File: config.mk
export PLATFORM = sky130hd
export DESIGN_NAME = lcg_random_range_top
export DESIGN_NICKNAME = d
export VERILOG_FILES = /design/src/rtl/lcgrr_pkg.sv /design/src/rtl/lcgrr_ctrl.sv /design/src/rtl/lcgrr_dp.sv /design/src/rtl/lcg_random_range_top.sv
export SDC_FILE = /design/constraint.sdc
export NUM_CORES = 1
export LEC_CHECK = 0
export BUFFER_PORTS_ARGS = -buffer_cell sky130_fd_sc_hd__buf_2
export CORE_MARGIN = 1.5
export CORE_UTILIZATION = 34
export CTS_CLUSTER_DIAMETER = 80
export DETAILED_ROUTE_END_ITERATION = 10
export PLACE_DENSITY = 0.47
export REMOVE_ABC_BUFFERS = 1
export SYNTH_ARGS = -nofsm -noshare
export SYNTH_HDL_FRONTEND = slang
export SYNTH_SLANG_ARGS = --single-unit
File: constraint.sdc
create_clock -name clk -period 7.2 [get_ports clk]
set_clock_uncertainty 0.15 [all_clocks]
set_input_delay 0.36 -clock clk [delete_from_list [all_inputs] [get_ports clk]]
set_output_delay 0.36 -clock clk [all_outputs]
set_load 0.1 [all_outputs]
File: src/rtl/lcgrr_pkg.sv
// Shared constants and controller/datapath interface types for the LCG range generator.
package lcgrr_pkg;

    localparam logic [31:0] LcgMul     = 32'd1664525;
    localparam logic [31:0] LcgAdd     = 32'd1013904223;
    localparam logic [31:0] LcgMod     = 32'hFFFF_FFFF;
    localparam logic [31:0] ErrorValue = 32'hFFFF_FFFF;

    localparam int DivSteps = 32;
    localparam int DivCntW  = $clog2(DivSteps);

    typedef struct packed {
        logic load_req;
        logic mul;
        logic add;
        logic div_step;
        logic load_out;
    } cmd_t;

    typedef struct packed {
        logic bad_range;
        logic use_raw;
    } status_t;

endpackage

File: src/rtl/lcgrr_ctrl.sv
// Controller state machine; each request runs multiply, add and division, or skips some.
module lcgrr_ctrl
(
    input  logic             clk,
    input  logic             rst_n,
    input  logic             in_valid,
    output logic             in_stall,
    output logic             out_valid,
    input  logic             out_stall,
    input  lcgrr_pkg::status_t status,
    output lcgrr_pkg::cmd_t    cmd
);

    localparam logic [2:0] S_IDLE = 3'd0;
    localparam logic [2:0] S_MUL  = 3'd1;
    localparam logic [2:0] S_ADD  = 3'd2;
    localparam logic [2:0] S_DIV  = 3'd3;
    localparam logic [2:0] S_OUT  = 3'd4;

    logic [2:0]                     state_reg;
    logic [2:0]                     state_next;
    logic [lcgrr_pkg::DivCntW-1:0]  cnt_reg;
    logic [lcgrr_pkg::DivCntW-1:0]  cnt_next;
    logic                           out_valid_reg;
    logic                           out_valid_next;
    logic                           out_free;
    logic                           div_last;

    assign out_free = !out_valid_reg || !out_stall;
    assign div_last = (cnt_reg == lcgrr_pkg::DivCntW'(lcgrr_pkg::DivSteps - 1));
    assign in_stall = (state_reg != S_IDLE);
    assign out_valid = out_valid_reg;

    always_comb
    begin
        state_next     = state_reg;
        cnt_next       = cnt_reg;
        out_valid_next = out_valid_reg && out_stall;
        cmd            = '0;
        case (state_reg)
            S_IDLE:
            begin
                if (in_valid)
                begin
                    cmd.load_req = 1'b1;
                    state_next   = S_MUL;
                end
            end
            S_MUL:
            begin
                if (status.bad_range)
                begin
                    state_next = S_OUT;
                end
                else
                begin
                    cmd.mul    = 1'b1;
                    state_next = S_ADD;
                end
            end
            S_ADD:
            begin
                cmd.add  = 1'b1;
                cnt_next = '0;
                if (status.use_raw)
                begin
                    state_next = S_OUT;
                end
                else
                begin
                    state_next = S_DIV;
                end
            end
            S_DIV:
            begin
                cmd.div_step = 1'b1;
                cnt_next     = cnt_reg + 1'b1;
                if (div_last)
                begin
                    state_next = S_OUT;
                end
            end
            S_OUT:
            begin
                if (out_free)
                begin
                    cmd.load_out   = 1'b1;
                    out_valid_next = 1'b1;
                    state_next     = S_IDLE;
                end
            end
            default:
            begin
                state_next = S_IDLE;
            end
        endcase
    end

    always_ff @(posedge clk or negedge rst_n)
    begin
        if (!rst_n)
        begin
            state_reg     <= S_IDLE;
            cnt_reg       <= '0;
            out_valid_reg <= 1'b0;
        end
        else
        begin
            state_reg     <= state_next;
            cnt_reg       <= cnt_next;
            out_valid_reg <= out_valid_next;
        end
    end

    // The division runs its full count before the result is formed.
    assert property (@(posedge clk) disable iff (!rst_n)
        (state_reg == S_DIV && !div_last) |=> (state_reg == S_DIV))
        else $error("division left before its last step");

    // A request that arrives while idle is taken and starts the multiply.
    assert property (@(posedge clk) disable iff (!rst_n)
        (state_reg == S_IDLE && in_valid) |=> (state_reg == S_MUL))
        else $error("idle request not taken");

    // A bad range skips the generator and goes straight to the result.
    assert property (@(posedge clk) disable iff (!rst_n)
        (state_reg == S_MUL && status.bad_range) |=> (state_reg == S_OUT))
        else $error("bad range advanced the generator");

    // A waiting result is never dropped while the consumer stalls.
    assert property (@(posedge clk) disable iff (!rst_n)
        (out_valid_reg && out_stall) |=> out_valid_reg)
        else $error("stalled result lost");

endmodule

File: src/rtl/lcgrr_dp.sv
// Datapath with generator state, multiply and add stages, restoring remainder unit and result register.
module lcgrr_dp
(
    input  logic               clk,
    input  logic               rst_n,
    input  logic               cfg_wr_en,
    input  logic [31:0]        cfg_wr_data,
    input  logic               kind,
    input  logic [31:0]        range_low,
    input  logic [31:0]        range_high,
    input  lcgrr_pkg::cmd_t    cmd,
    output lcgrr_pkg::status_t status,
    output logic [31:0]        random_value,
    output logic               range_error
);

    logic [31:0] state_reg;
    logic [31:0] state_next;
    logic [31:0] prod_reg;
    logic        bad_reg;
    logic        raw_reg;
    logic [31:0] low_reg;
    logic [31:0] span_reg;
    logic [31:0] dvd_reg;
    logic [31:0] rem_reg;
    logic [31:0] value_reg;
    logic        error_reg;
    logic [31:0] span_in;
    logic [31:0] sum;
    logic [32:0] shifted;
    logic [32:0] diff;
    logic [31:0] rem_next;

    assign span_in = range_high - range_low + 32'd1;
    assign sum     = prod_reg + lcgrr_pkg::LcgAdd;

    always_comb
    begin
        state_next = (sum == lcgrr_pkg::LcgMod) ? 32'd0 : sum;
        shifted    = {rem_reg, dvd_reg[31]};
        diff       = shifted - {1'b0, span_reg};
        rem_next   = diff[32] ? shifted[31:0] : diff[31:0];
    end

    always_ff @(posedge clk or negedge rst_n)
    begin
        if (!rst_n)
        begin
            state_reg <= '0;
        end
        else if (cfg_wr_en)
        begin
            state_reg <= cfg_wr_data;
        end
        else if (cmd.add)
        begin
            state_reg <= state_next;
        end
    end

    always_ff @(posedge clk)
    begin
        if (cmd.load_req)
        begin
            bad_reg  <= kind && (range_low >= range_high);
            raw_reg  <= !kind || (span_in == 32'd0);
            low_reg  <= range_low;
            span_reg <= span_in;
        end
        if (cmd.mul)
        begin
            prod_reg <= state_reg * lcgrr_pkg::LcgMul;
        end
        if (cmd.add)
        begin
            dvd_reg <= state_next;
            rem_reg <= '0;
        end
        else if (cmd.div_step)
        begin
            dvd_reg <= {dvd_reg[30:0], 1'b0};
            rem_reg <= rem_next;
        end
        if (cmd.load_out)
        begin
            if (bad_reg)
            begin
                value_reg <= lcgrr_pkg::ErrorValue;
                error_reg <= 1'b1;
            end
            else if (raw_reg)
            begin
                value_reg <= state_reg;
                error_reg <= 1'b0;
            end
            else
            begin
                value_reg <= rem_reg + low_reg;
                error_reg <= 1'b0;
            end
        end
    end

    assign status.bad_range = bad_reg;
    assign status.use_raw   = raw_reg;
    assign random_value     = value_reg;
    assign range_error      = error_reg;

endmodule

File: src/rtl/lcg_random_range_top.sv
// Top level of the 32-bit LCG generator with range reduction.
// A plain or full-range request goes through the multiply and add states to its result, without the remainder unit.
// A range request also passes through the 32-step remainder unit before its result is registered.
// A bad range gives its error result without the multiply and add, so the generator does not advance.
// One request is in flight at a time; the next is taken the cycle after the result is registered.
// Reset clears the generator state, which holds the seed, to zero and drops out_valid; the result value is not reset.
module lcg_random_range_top
(
    input  logic        clk,
    input  logic        rst_n,
    input  logic        cfg_wr_en,
    input  logic [31:0] cfg_wr_data,
    input  logic        in_valid,
    output logic        in_stall,
    input  logic        kind,
    input  logic [31:0] range_low,
    input  logic [31:0] range_high,
    output logic        out_valid,
    input  logic        out_stall,
    output logic [31:0] random_value,
    output logic        range_error
);

    lcgrr_pkg::cmd_t    cmd;
    lcgrr_pkg::status_t status;

    lcgrr_ctrl u_ctrl
    (
        .clk       (clk),
        .rst_n     (rst_n),
        .in_valid  (in_valid),
        .in_stall  (in_stall),
        .out_valid (out_valid),
        .out_stall (out_stall),
        .status    (status),
        .cmd       (cmd)
    );

    lcgrr_dp u_dp
    (
        .clk          (clk),
        .rst_n        (rst_n),
        .cfg_wr_en    (cfg_wr_en),
        .cfg_wr_data  (cfg_wr_data),
        .kind         (kind),
        .range_low    (range_low),
        .range_high   (range_high),
        .cmd          (cmd),
        .status       (status),
        .random_value (random_value),
        .range_error  (range_error)
    );

endmodule
# After elaboration in Yosys (flattened, before gate mapping)
# Cells that the tools add are included.
[word_totals]
input_bits = 102
ff_bits = 236
output_inout_bits = 35
[op_classes]
n_addsub = 6
n_mul = 1
muxes = 25
order_cmp = 1
eq_ne = 9
reduce_logical = 14
[op_table]
columns = ["op", "count"]
rows = [
  ["2-to-1 mux 32 bit", 7],
  ["subtractor 33 x 32 -> 33 bit", 1],
  ["adder 32 x 1 -> 32 bit, second input constant", 1],
  ["adder 32 x 30 -> 32 bit, second input constant", 1],
  ["adder 32 bit", 1],
  ["== test 32 bit, second input constant", 1],
  [">= comparator 32 bit", 1],
  ["logical NOT 32 bit", 1],
  ["multiplier 32 x 21 -> 32 bit, second input constant", 1],
  ["subtractor 32 bit", 1],
  ["2-to-1 mux 3 bit", 5],
  ["case mux 3 bit (5 select lines)", 1],
  ["2-to-1 mux 1 bit", 11],
  ["case mux 5 bit (2 select lines)", 1],
  ["== test 3 x 2 -> 1 bit, second input constant", 2],
  ["nonzero test 2 bit", 3],
  ["adder 5 x 1 -> 5 bit, second input constant", 1],
  ["== test 5 bit, second input constant", 1],
  ["inequality test 2 x 1 -> 1 bit, second input constant", 2],
  ["== test 3 x 1 -> 1 bit, second input constant", 1],
  ["== test 3 bit, second input constant", 1],
  ["logical NOT 1 bit", 3],
  ["logical NOT 3 bit", 1],
  ["AND reduction 3 bit", 1],
  ["4 further kinds", 6],
]

# Longest topological paths before layout
# Gate-level depths: netlist (run 1).
[logic_depth]
ltp_word = 5
ltp_mapped = 23

# By module
# From an unflattened synthesis (run 1), not the netlist that was laid out.
[hier_totals]
cells_unflattened = 2298
area_unflattened_um2 = 22633.0
[modules_own_cells]
columns = ["module", "area_each_um2", "cells_each", "instances", "seq_area_each_um2"]
rows = [
  ["lcgrr_dp", 22132.5, 2244, 1, 6336.1],
  ["lcgrr_ctrl", 500.5, 54, 1, 225.2],
]

# Least setup slack after synthesis (run 1)
# OpenSTA, ideal clock, no wires.
[synth_timing]
kind = "register to register"
startpoint = "register u_dp.state_reg[3]"
endpoint = "register u_dp.prod_reg[31], data pin"
path_stages_with_launch = 22
synth_period_minus_slack_ns = 5.843
setup_time_ns = 0.266
t_arrival_ns = 5.427
n_path_buf = 0
path_slack_ns = 1.357
path_cell_list = "dfrtp_1 -> ha_1 -> ha_1 -> ha_1 -> inv_1 -> fa_1 -> fa_1 -> fa_1 -> inv_1 -> fa_1 -> ha_1 -> a21o_1 -> a21o_1 -> a21oi_1 -> nand2b_1 -> a41o_1 -> a21oi_1 -> a31oi_1 -> o31ai_1 -> o21ai_0 -> nor4_1 -> nor3_1"
[synth_via]
elab_chain_len = 1
[synth_lines]
columns = ["item", "line_no", "rtl"]
rows = [
  ["from (decl)", "lcgrr_dp.sv:17", "logic [31:0] state_reg;"],
  ["from (signal assigned)", "lcgrr_dp.sv:53", "state_reg <= cfg_wr_data;"],
  ["from (signal assigned)", "lcgrr_dp.sv:57", "state_reg <= state_next;"],
  ["multiplier 32 x 21 -> 32 bit", "lcgrr_dp.sv:72", "prod_reg <= state_reg * lcgrr_pkg::LcgMul;"],
  ["to (signal assigned)", "lcgrr_dp.sv:72", ""],
  ["to (decl)", "lcgrr_dp.sv:19", "logic [31:0] prod_reg;"],
]
# No other way between the ends.
# A chain may end at the register's enable or synchronous reset.

# Final worst setup path (run 1)
# Same ends and word-level chain as after synthesis.

==> summary.txt, run 1 <==
Timing
  – Setup TNS: 0 ns
  – Actual slew at the worst max-slew pin: 1.07 ns
  – Hold Fails Final Rpt: 0
  – Setup violators final: 0
  – Unrepaired setup endpoints after global routing: no
  – Final count of pins violating max slew: 0
  – Fin crit share: 90.7%
  – Slew headroom: 28.4%
  – Max Fclk: 0.153 GHz
  – Min cycle time layout: 6.53 ns

Routing
  – Vias: 16800
  – Routed WL: 58800 µm
  – 1st-pass router iterations: 5
  – Post-route ant nets: 0
  – DRT iter0 DRCs: 765
  – Routed vias/inst: 4.92
  – WL/cell: 17.2 µm
  – # DRC: 0

Finish
  – Reg area: 0.00656 mm²
  – Layout area overhead: 15.7%
  – Multi-input gate area in the final layout: 0.0143 mm²
  – FILL cells: 6465
  – Share of cells above drive strength 1: 9.01%
  – Nets: 3075

CTS
  – TritonCTS Sinks: 236
  – CTS tree: yes
  – Post-CTS Setup Repair Bufs: 0
  – Max clock buf depth: 3
  – Clock buffer count from CTS: 31
  – Root Driver: clkbuf_16
  – CTS resizes: 0
  – Clock slew at reported path FFs: 0.06 ns
  – Hold-fix buffers, CTS: 68
  – Htree depth: 1
  – Clock Latency Late Sink: 0.60 ns

GRT
  – Vias in the first global route: 17400
  – GRT met1 Usage: 22.7%
  – Initial antenna violation count: 1
  – First-pass GRT wire length: 93700 µm
  – Total track usage: 17.6%
  – Global routing's busiest layer: met2
  – Met3 usage: 1.84%
  – Largest net degree at the start of global routing: 96
  – Routing usage on met2: 30.8%
  – Grt ovf: 0

Critical path
  – Crit start category: flip-flop
  – R2R cell count: 21
  – Max FO, Critical Path: 8
  – Critical Path RT: 7.37 ns
  – Setup CP Type: reg2reg
  – Crit path DAT: 6.70 ns
  – Setup crit end kind: flip-flop

Placed design
  – GP Congestion: 0.870
  – HPWL Detailed: 48300 µm
  – Port bufs: 136

Synth
  – Synthesized area per cell: 9.67 µm²
  – Post-synthesis sequential area ratio: 29.2%
  – Gate Count Post-Synth: 2323
  – Synth top area share: 21.8%
  – Top cells by area, synth: edfxtp_1 22%, ha_1 18%, fa_1 12%, inv_1 6.3%, dfrtp_1 4.6%
  – Warnings from Yosys: 0
  – Post-Syn Area: 0.0225 mm²
  – Number of synthesized flops with an enable pin: 163
  – #FFs+latches synth: 236
  – Largest area contributor in the netlist: edfxtp_1
  – Ys async rst share: 17.4%
  – Ys flop type: edfxtp_1
  – Yosys cell types: 83

Die
  – Starting Density: 34.3%
  – Count of standard-cell rows: 94
  – Core Footprint: 0.0655 mm²
  – Die footprint: 0.0676 mm²
  – I/O pin cnt: 137
  – Die H: 260 µm
  – Die X: 260 µm

Run status
  – Outcome: finished, final reports clean

Flow run
  – Number of max-cap violations: 0

Min path
  – Min-Delay Path Depth: 3
  – HP Class: in2reg
worst paths after layout:
path                                      end              start  slack [ns]
max                         u_dp.prod_reg[31]  u_dp.state_reg[3]        0.67
max reg2reg                 u_dp.prod_reg[31]  u_dp.state_reg[3]        0.67
max in group asynchronous  u_dp.state_reg[28]              rst_n        6.13
min in group asynchronous   u_dp.state_reg[0]              rst_n        0.28
min reg2reg                 u_ctrl.cnt_reg[4]  u_ctrl.cnt_reg[4]        0.34
min                         u_dp.state_reg[8]     cfg_wr_data[8]        0.04
layout by cell type (no fill, tap or decap), types with 9 or more instances in the layout:
master	count
a21oi_1	136
mux2i_1	33
o21bai_1	19
nor4_1	10
nand3_1	29
inv_1	375
dfrtp_1	41
xor2_1	52
o31ai_1	39
a211oi_1	13
buf_2	135
nor2_1	81
and2_1	10
nor3b_1	27
and3_1	12
nand2_1	164
a21o_1	70
a31oi_1	9
nand2b_1	20
nor2b_1	17
dfxtp_1	32
edfxtp_1	163
fa_1	135
clkbuf_16	31
o21ai_0	135
buf_4	17
nand4_1	13
xnor2_1	100
or3_1	11
dlygate4sd3_1	68
o21a_1	28
nor3_1	29
o211ai_1	25
ha_1	320
stage by stage:
step                      util [%]  cell area, µm²  worst slack (ns)  hold slack, ns  cells
after floorplan                  -           22200              1.36         -0.0856   2265
after global placement        36.9           24200             0.830           0.320   3281
after detailed placement      36.9           24200             0.688           0.334   3281
after CTS                     39.7           26000             0.667          0.0214   3407
after global routing          39.7           26000             0.340          0.0335   3407
final                         39.7           26000             0.670          0.0408   3408
routing by layer:
layer  up-vias  wire, µm
met5         -         0
li1       8465         -
met4         0      1760
met2       257     27800
met1      7971     27500
met3        80      1660
cells by family after synthesis:
family / after synthesis / share of synthesized area, %
AO/OA/AOI/OAI: 560 / 16.2
XOR/XNOR: 152 / 5.93
adder cells (fa/ha/maj): 455 / 29.9
buffers and inverters: 433 / 7.29
flip-flops: 236 / 29.2
multiplexers: 35 / 1.57
AND/OR/NAND/NOR: 452 / 9.90
layout make-up:
| class | count | share of cell area, % |
|---|---|---|
| Inverter | 375 | 5.42 |
| Tap cell | 864 | 4.16 |
| Clock buffer | 39 | 3.25 |
| Sequential cell | 236 | 25.2 |
| Multi-Input combinational cell | 1654 | 55.0 |
| Timing Repair Buffer | 220 | 5.71 |
| Antenna cell | 1 | 0.00963 |
| Clock inverter | 19 | 1.16 |
synth_stat cells (all sizes together), types with 4 or more instances:
cell / n
o21a: 28
a31o: 4
inv: 375
nand2: 164
nand4: 13
a2111oi: 6
or3: 11
and3: 12
a211oi: 13
o41ai: 4
a31oi: 9
dfrtp: 41
o311ai: 4
o211ai: 26
xor2: 52
nor3b: 27
edfxtp: 163
xnor2: 100
o21bai: 19
buf: 9
a21o: 70
nor2b: 17
or4: 6
a2bb2oi: 6
dfxtp: 32
o31a: 7
or2: 6
a21boi: 7
or4b: 4
o31ai: 39
and4: 4
o21ai: 143
mux2i: 33
nor4: 11
nor2: 83
o22ai: 4
nand2b: 20
and2: 10
clkbuf: 49
nand3: 29
fa: 135
nor3: 30
a21oi: 138
a22o: 4
ha: 320
critical path: stages, from the launching register on:
cell,delay (ns)
dfrtp_1,0.49
ha_1,0.38
ha_1,0.32
ha_1,0.20
inv_1,0.07
fa_1,0.44
fa_1,0.51
fa_1,0.49
inv_1,0.05
fa_1,0.43
ha_1,0.35
a21o_1,0.18
a21o_1,0.16
a21oi_1,0.20
nand2b_1,0.08
a41o_1,0.21
a21oi_1,0.33
a31oi_1,0.21
o31ai_1,0.39
o21ai_0,0.26
nor4_1,0.28
nor3_1,0.08
Power of run 1 is not shown: default switching activity piles up to over one toggle a cycle in this logic, so the estimate is an artifact.
==> inputs of run 2 (changes only) <==
CORE_UTILIZATION = 50   (was 34)
PLACE_DENSITY = 0.65   (was 0.47)
==> run 2 against run 1 <==
Effect of this change: wire length shrank 8.5%; maximum frequency down 0.26%; global-route usage rose by 5.9 points; utilization grew 18 points.
==> summary.txt, run 2 (synthesis gave the netlist of run 1 again) <==
Run status
  – Outcome: finished, final reports clean

CTS
  – Max clock buf depth: 3
  – Post-CTS Setup Repair Bufs: 0
  – Clock Latency Late Sink: 0.57 ns
  – Htree depth: 1
  – Clock buffer count from CTS: 27
  – CTS resizes: 0
  – Clock slew at reported path FFs: 0.06 ns
  – CTS tree: yes
  – Hold-fix buffers, CTS: 68
  – Root Driver: clkbuf_16
  – TritonCTS Sinks: 236

Finish
  – Layout area overhead: 12.9%
  – Commonest non-fill, non-tap cell in the layout: inv_1
  – Share of cells above drive strength 1: 8.65%
  – Core Util, Final: 57.4%
  – Commonest cells after routing, fill and taps aside: 375 x inv_1, 320 x ha_1, 164 x nand2_1
  – Nets: 3068
  – Antenna Cells: 0

Timing
  – Setup violators final: 0
  – Hold Fails Final Rpt: 0
  – Unrepaired setup endpoints after global routing: no
  – Max Fclk: 0.153 GHz
  – Min cycle time layout: 6.55 ns
  – Final count of pins violating max slew: 0
  – Fin crit share: 90.9%
  – Actual slew at the worst max-slew pin: 1.12 ns
  – Setup TNS: 0 ns
  – Slew headroom: 25.0%

Critical path
  – Slowest CP cell: fa_1
  – Max FO, Critical Path: 8
  – Crit path max-delay family: adder cells
  – Setup CP Type: reg2reg
  – Critical Path RT: 7.35 ns
  – Crit start category: flip-flop
  – Crit path buf inv count: 2
  – Crit path DAT: 6.70 ns
  – Crit-path max cell delay: 0.51 ns
  – Crit path cell chain: ha_1, ha_1, ha_1, inv_1, fa_1, fa_1, fa_1, inv_1, fa_1, ha_1, a21o_1, a21o_1, a21oi_1, nand2b_1, a41o_1, a21oi_1, a31oi_1, o31ai_1, o21ai_0, nor4_1, nor3_1
  – Setup crit end kind: flip-flop

Die
  – Count of standard-cell rows: 77
  – Die X: 215 µm
  – Die H: 215 µm
  – Core Footprint: 0.0442 mm²
  – Starting Density: 50.8%
  – Die footprint: 0.0462 mm²
  – I/O pin cnt: 137

Placed design
  – HPWL Detailed: 43600 µm
  – Port bufs: 136
  – GP Congestion: 0.952

GRT
  – Grt ovf: 0
  – Total track usage: 23.5%
  – Vias in the first global route: 17200
  – Largest net degree at the start of global routing: 96
  – First-pass GRT wire length: 86900 µm
  – Initial antenna violation count: 1

Routing
  – # DRC: 0
  – Routed WL: 53800 µm
  – DRT iter0 DRCs: 895
  – 1st-pass router iterations: 5
  – Routed vias/inst: 5.38
  – WL/cell: 17.2 µm
  – Post-route ant nets: 0
  – Vias: 16800

Flow run
  – Number of max-cap violations: 0

Min path
  – HP Class: in2reg
run 2: worst register-to-register path: cells and delay by family (launching register included):
kind | cells | cell delay [ns]
fa+ha+maj | 8 | 3.14
flops | 1 | 0.49
buf+inv | 2 | 0.11
simple gates | 3 | 0.48
compound gates | 8 | 1.93
run 2: path summary, 6_finish.rpt:
check                                   from            endpoint  slack [ns]  cells after the start
setup reg to reg           u_dp.state_reg[3]   u_dp.prod_reg[31]        0.65                     21
hold reg to reg            u_ctrl.cnt_reg[4]   u_ctrl.cnt_reg[4]        0.35                      2
max in group asynchronous              rst_n  u_dp.state_reg[30]        6.13                      3
min in group asynchronous              rst_n   u_dp.state_reg[8]        0.30                      3
hold / removal               cfg_wr_data[12]  u_dp.state_reg[12]        0.06                      4
setup / recovery           u_dp.state_reg[3]   u_dp.prod_reg[31]        0.65                     21
run 2: area by class of cell:
cell class	instances	area [µm²]
Clock buffer	28	679
Multi-Input combinational cell	1654	14300
Fill cell	3836	18900
Sequential cell	236	6560
Clock inverter	22	213
Tap cell	592	741
Timing Repair Buffer	217	1460
Inverter	375	1410
run 2: per-layer routing:
metal	wire length (µm)	GRT usage [%]	part of all wire [%]
met5	0	0	0
met1	23700	29.1	44
met2	26600	42.6	50
met3	1690	2.12	3.1
met4	1790	8.00	3.3
run 2: through the flow:
step / cells / worst slack [ns] / hold WS, ns / cell area [µm²]
after floorplan: 2265 / 1.36 / -0.0856 / 22200
after global placement: 3006 / 0.920 / 0.328 / 23800
after detailed placement: 3006 / 0.676 / 0.336 / 23800
after CTS: 3124 / 0.668 / 0.0411 / 25400
after global routing: 3124 / 0.171 / 0.0768 / 25400
final: 3124 / 0.653 / 0.0640 / 25400
Power of run 2 is left out for the same reason.
==> inputs of run 3 (changes only) <==
SYNTH_HIERARCHICAL = 1   (was default)
==> run 3 against run 2 <==
Effect of this change: final cell count is 0.64% lower; final area grew 0.63%; worst setup slack gained 0.0033 ns; clock-buffer cell count grew 11; maximum frequency hardly changed.
==> summary.txt, run 3 <==
Timing
  – Setup TNS: 0 ns
  – Actual slew at the worst max-slew pin: 1.19 ns
  – Fin crit share: 90.9%
  – Min cycle time layout: 6.54 ns
  – Hold Fails Final Rpt: 0
  – Max Fclk: 0.153 GHz
  – Unrepaired setup endpoints after global routing: no
  – Setup violators final: 0
  – Slew headroom: 20.4%
  – Final count of pins violating max slew: 0

Routing
  – Vias: 16900
  – # DRC: 0
  – Post-route ant nets: 0
  – Routed vias/inst: 5.44
  – Routed WL: 53700 µm
  – DRT iter0 DRCs: 814
  – 1st-pass router iterations: 5
  – WL/cell: 17.3 µm

Critical path
  – Max FO, Critical Path: 8
  – Critical Path RT: 7.36 ns
  – R2R Path Start: u_dp/state_reg[7]
  – Reg2Reg Capture Point: u_dp/prod_reg[31]
  – Crit start category: flip-flop
  – Crit path DAT: 6.70 ns
  – R2R cell count: 21
  – Setup CP Type: reg2reg
  – Worst setup path endpoint: u_dp/prod_reg[31]
  – Crit path from: u_dp/state_reg[7]
  – R2r setup slk: 0.66 ns
  – Setup crit end kind: flip-flop

Die
  – Die H: 216 µm
  – Starting Density: 51.0%
  – Core Footprint: 0.0444 mm²
  – I/O pin cnt: 137
  – Die footprint: 0.0466 mm²
  – Count of standard-cell rows: 77
  – Die X: 216 µm

GRT
  – Initial antenna violation count: 0
  – Total track usage: 23.5%
  – Grt ovf: 0
  – First-pass GRT wire length: 88100 µm
  – Largest net degree at the start of global routing: 68
  – Vias in the first global route: 17200

Synth
  – Number of synthesized flops with an enable pin: 163
  – Warnings from Yosys: 6
  – Synthesized area per cell: 9.85 µm²
  – Ys flop type: edfxtp_1
  – Post-synth top cells: 373 x inv_1, 321 x ha_1, 163 x edfxtp_1, 134 x fa_1, 129 x nand2_1
  – Synth top area share: 21.6%
  – Largest area contributor in the netlist: edfxtp_1
  – Post-synthesis sequential area ratio: 29.0%
  – Post-Syn Area: 0.0226 mm²
  – Gate Count Post-Synth: 2298
  – #FFs+latches synth: 236
  – Yosys cell types: 87
  – Top cells by area, synth: edfxtp_1 22%, ha_1 18%, fa_1 12%, inv_1 6.2%, dfrtp_1 4.5%
  – Most frequent cell after synthesis: inv_1
  – Ys async rst share: 17.4%

Finish
  – Core Util, Final: 57.5%
  – Antenna Cells: 0
  – Fin cells: 3104
  – Multi-input gate area in the final layout: 0.0144 mm²
  – Share of cells above drive strength 1: 9.63%
  – Commonest non-fill, non-tap cell in the layout: inv_1
  – Layout area overhead: 12.8%
  – Commonest cells after routing, fill and taps aside: 372 x inv_1, 321 x ha_1, 163 x edfxtp_1
  – Reg area: 0.00656 mm²
  – FILL cells: 3850
  – Nets: 3048

CTS
  – Clock buffer count from CTS: 29
  – CTS tree: yes
  – TritonCTS Sinks: 236
  – Clock Latency Late Sink: 0.56 ns
  – Post-CTS Setup Repair Bufs: 0
  – Root Driver: clkbuf_16
  – Clock slew at reported path FFs: 0.06 ns
  – Hold-fix buffers, CTS: 66
  – Max clock buf depth: 3
  – Htree depth: 1
  – CTS resizes: 0

Placed design
  – DP Cell Count: 2986
  – GP Congestion: 0.928
  – HPWL Detailed: 42900 µm
  – Port bufs: 136

Run status
  – Outcome: finished, final reports clean

Min path
  – HP Class: in2reg
  – Min-Delay Path Depth: 3

Flow run
  – Number of max-cap violations: 0
==> run 3: how the worst min path moves through the flow <==
stage / startpoint / end / slack, ns
floorplan: rst_n / u_ctrl/cnt_reg[0] / -0.09
global placement: u_ctrl/cnt_reg[4] / u_ctrl/cnt_reg[4] / 0.32
detailed placement: u_ctrl/cnt_reg[4] / u_ctrl/cnt_reg[4] / 0.34
CTS: cfg_wr_data[8] / u_dp/state_reg[8] / 0.008
global route: cfg_wr_data[8] / u_dp/state_reg[8] / 0.05
finish: cfg_wr_data[8] / u_dp/state_reg[8] / 0.04
==> run 3: cells by family after synthesis <==
| kind of cell | synth area share [%] |
|---|---|
| adders and majority gates | 29.6 |
| AOI/OAI and AO/OA | 17.2 |
| muxes | 1.12 |
| DFF | 29.0 |
| buffers and inverters | 7.41 |
| xor gates and xnor gates | 5.88 |
| and+or+nand+nor | 9.76 |
==> run 3: cell type report <==
| class | instances | share of cell area (%) |
|---|---|---|
| Tap cell | 592 | 2.90 |
| Timing Repair Buffer | 217 | 5.70 |
| Inverter | 374 | 5.50 |
| Clock buffer | 39 | 3.11 |
| Clock inverter | 13 | 0.490 |
| Sequential cell | 236 | 25.7 |
| Multi-Input combinational cell | 1633 | 56.6 |
==> run 3: metrics by stage <==
step / instance area (µm²) / hold WS, ns / setup WS [ns]
global route: 25500 / 0.0452 / 0.353
floorplan: 22400 / -0.0856 / 1.18
CTS: 25500 / 0.00802 / 0.638
finish: 25500 / 0.0409 / 0.657
detailed placement: 23900 / 0.339 / 0.658
global placement: 23900 / 0.322 / 0.815
==> run 3: per-layer routing <==
layer	track usage (%)	vias to the layer above	wire (µm)
met2	41.8	315	26100
li1	-	8428	-
met4	7.48	0	1630
met1	30.1	8039	24200
met3	2.04	93	1740
met5	0	-	0
==> run 3: worst max-delay path, cell delays in order, from the launching register on <==
cell and delay [ns]:
dfrtp_1 0.51, ha_1 0.39, ha_1 0.33, fa_1 0.52, inv_1 0.06, fa_1 0.54, inv_1 0.05, fa_1 0.39
fa_1 0.52, inv_1 0.05, fa_1 0.47, inv_1 0.04, ha_1 0.34, a21o_1 0.19, a21oi_1 0.28, o21a_1 0.20
nor2_1 0.05, a221oi_1 0.31, a31oi_1 0.19, a211o_1 0.36, o31ai_1 0.24, xnor2_1 0.10
Power of run 3 is left out for the same reason.
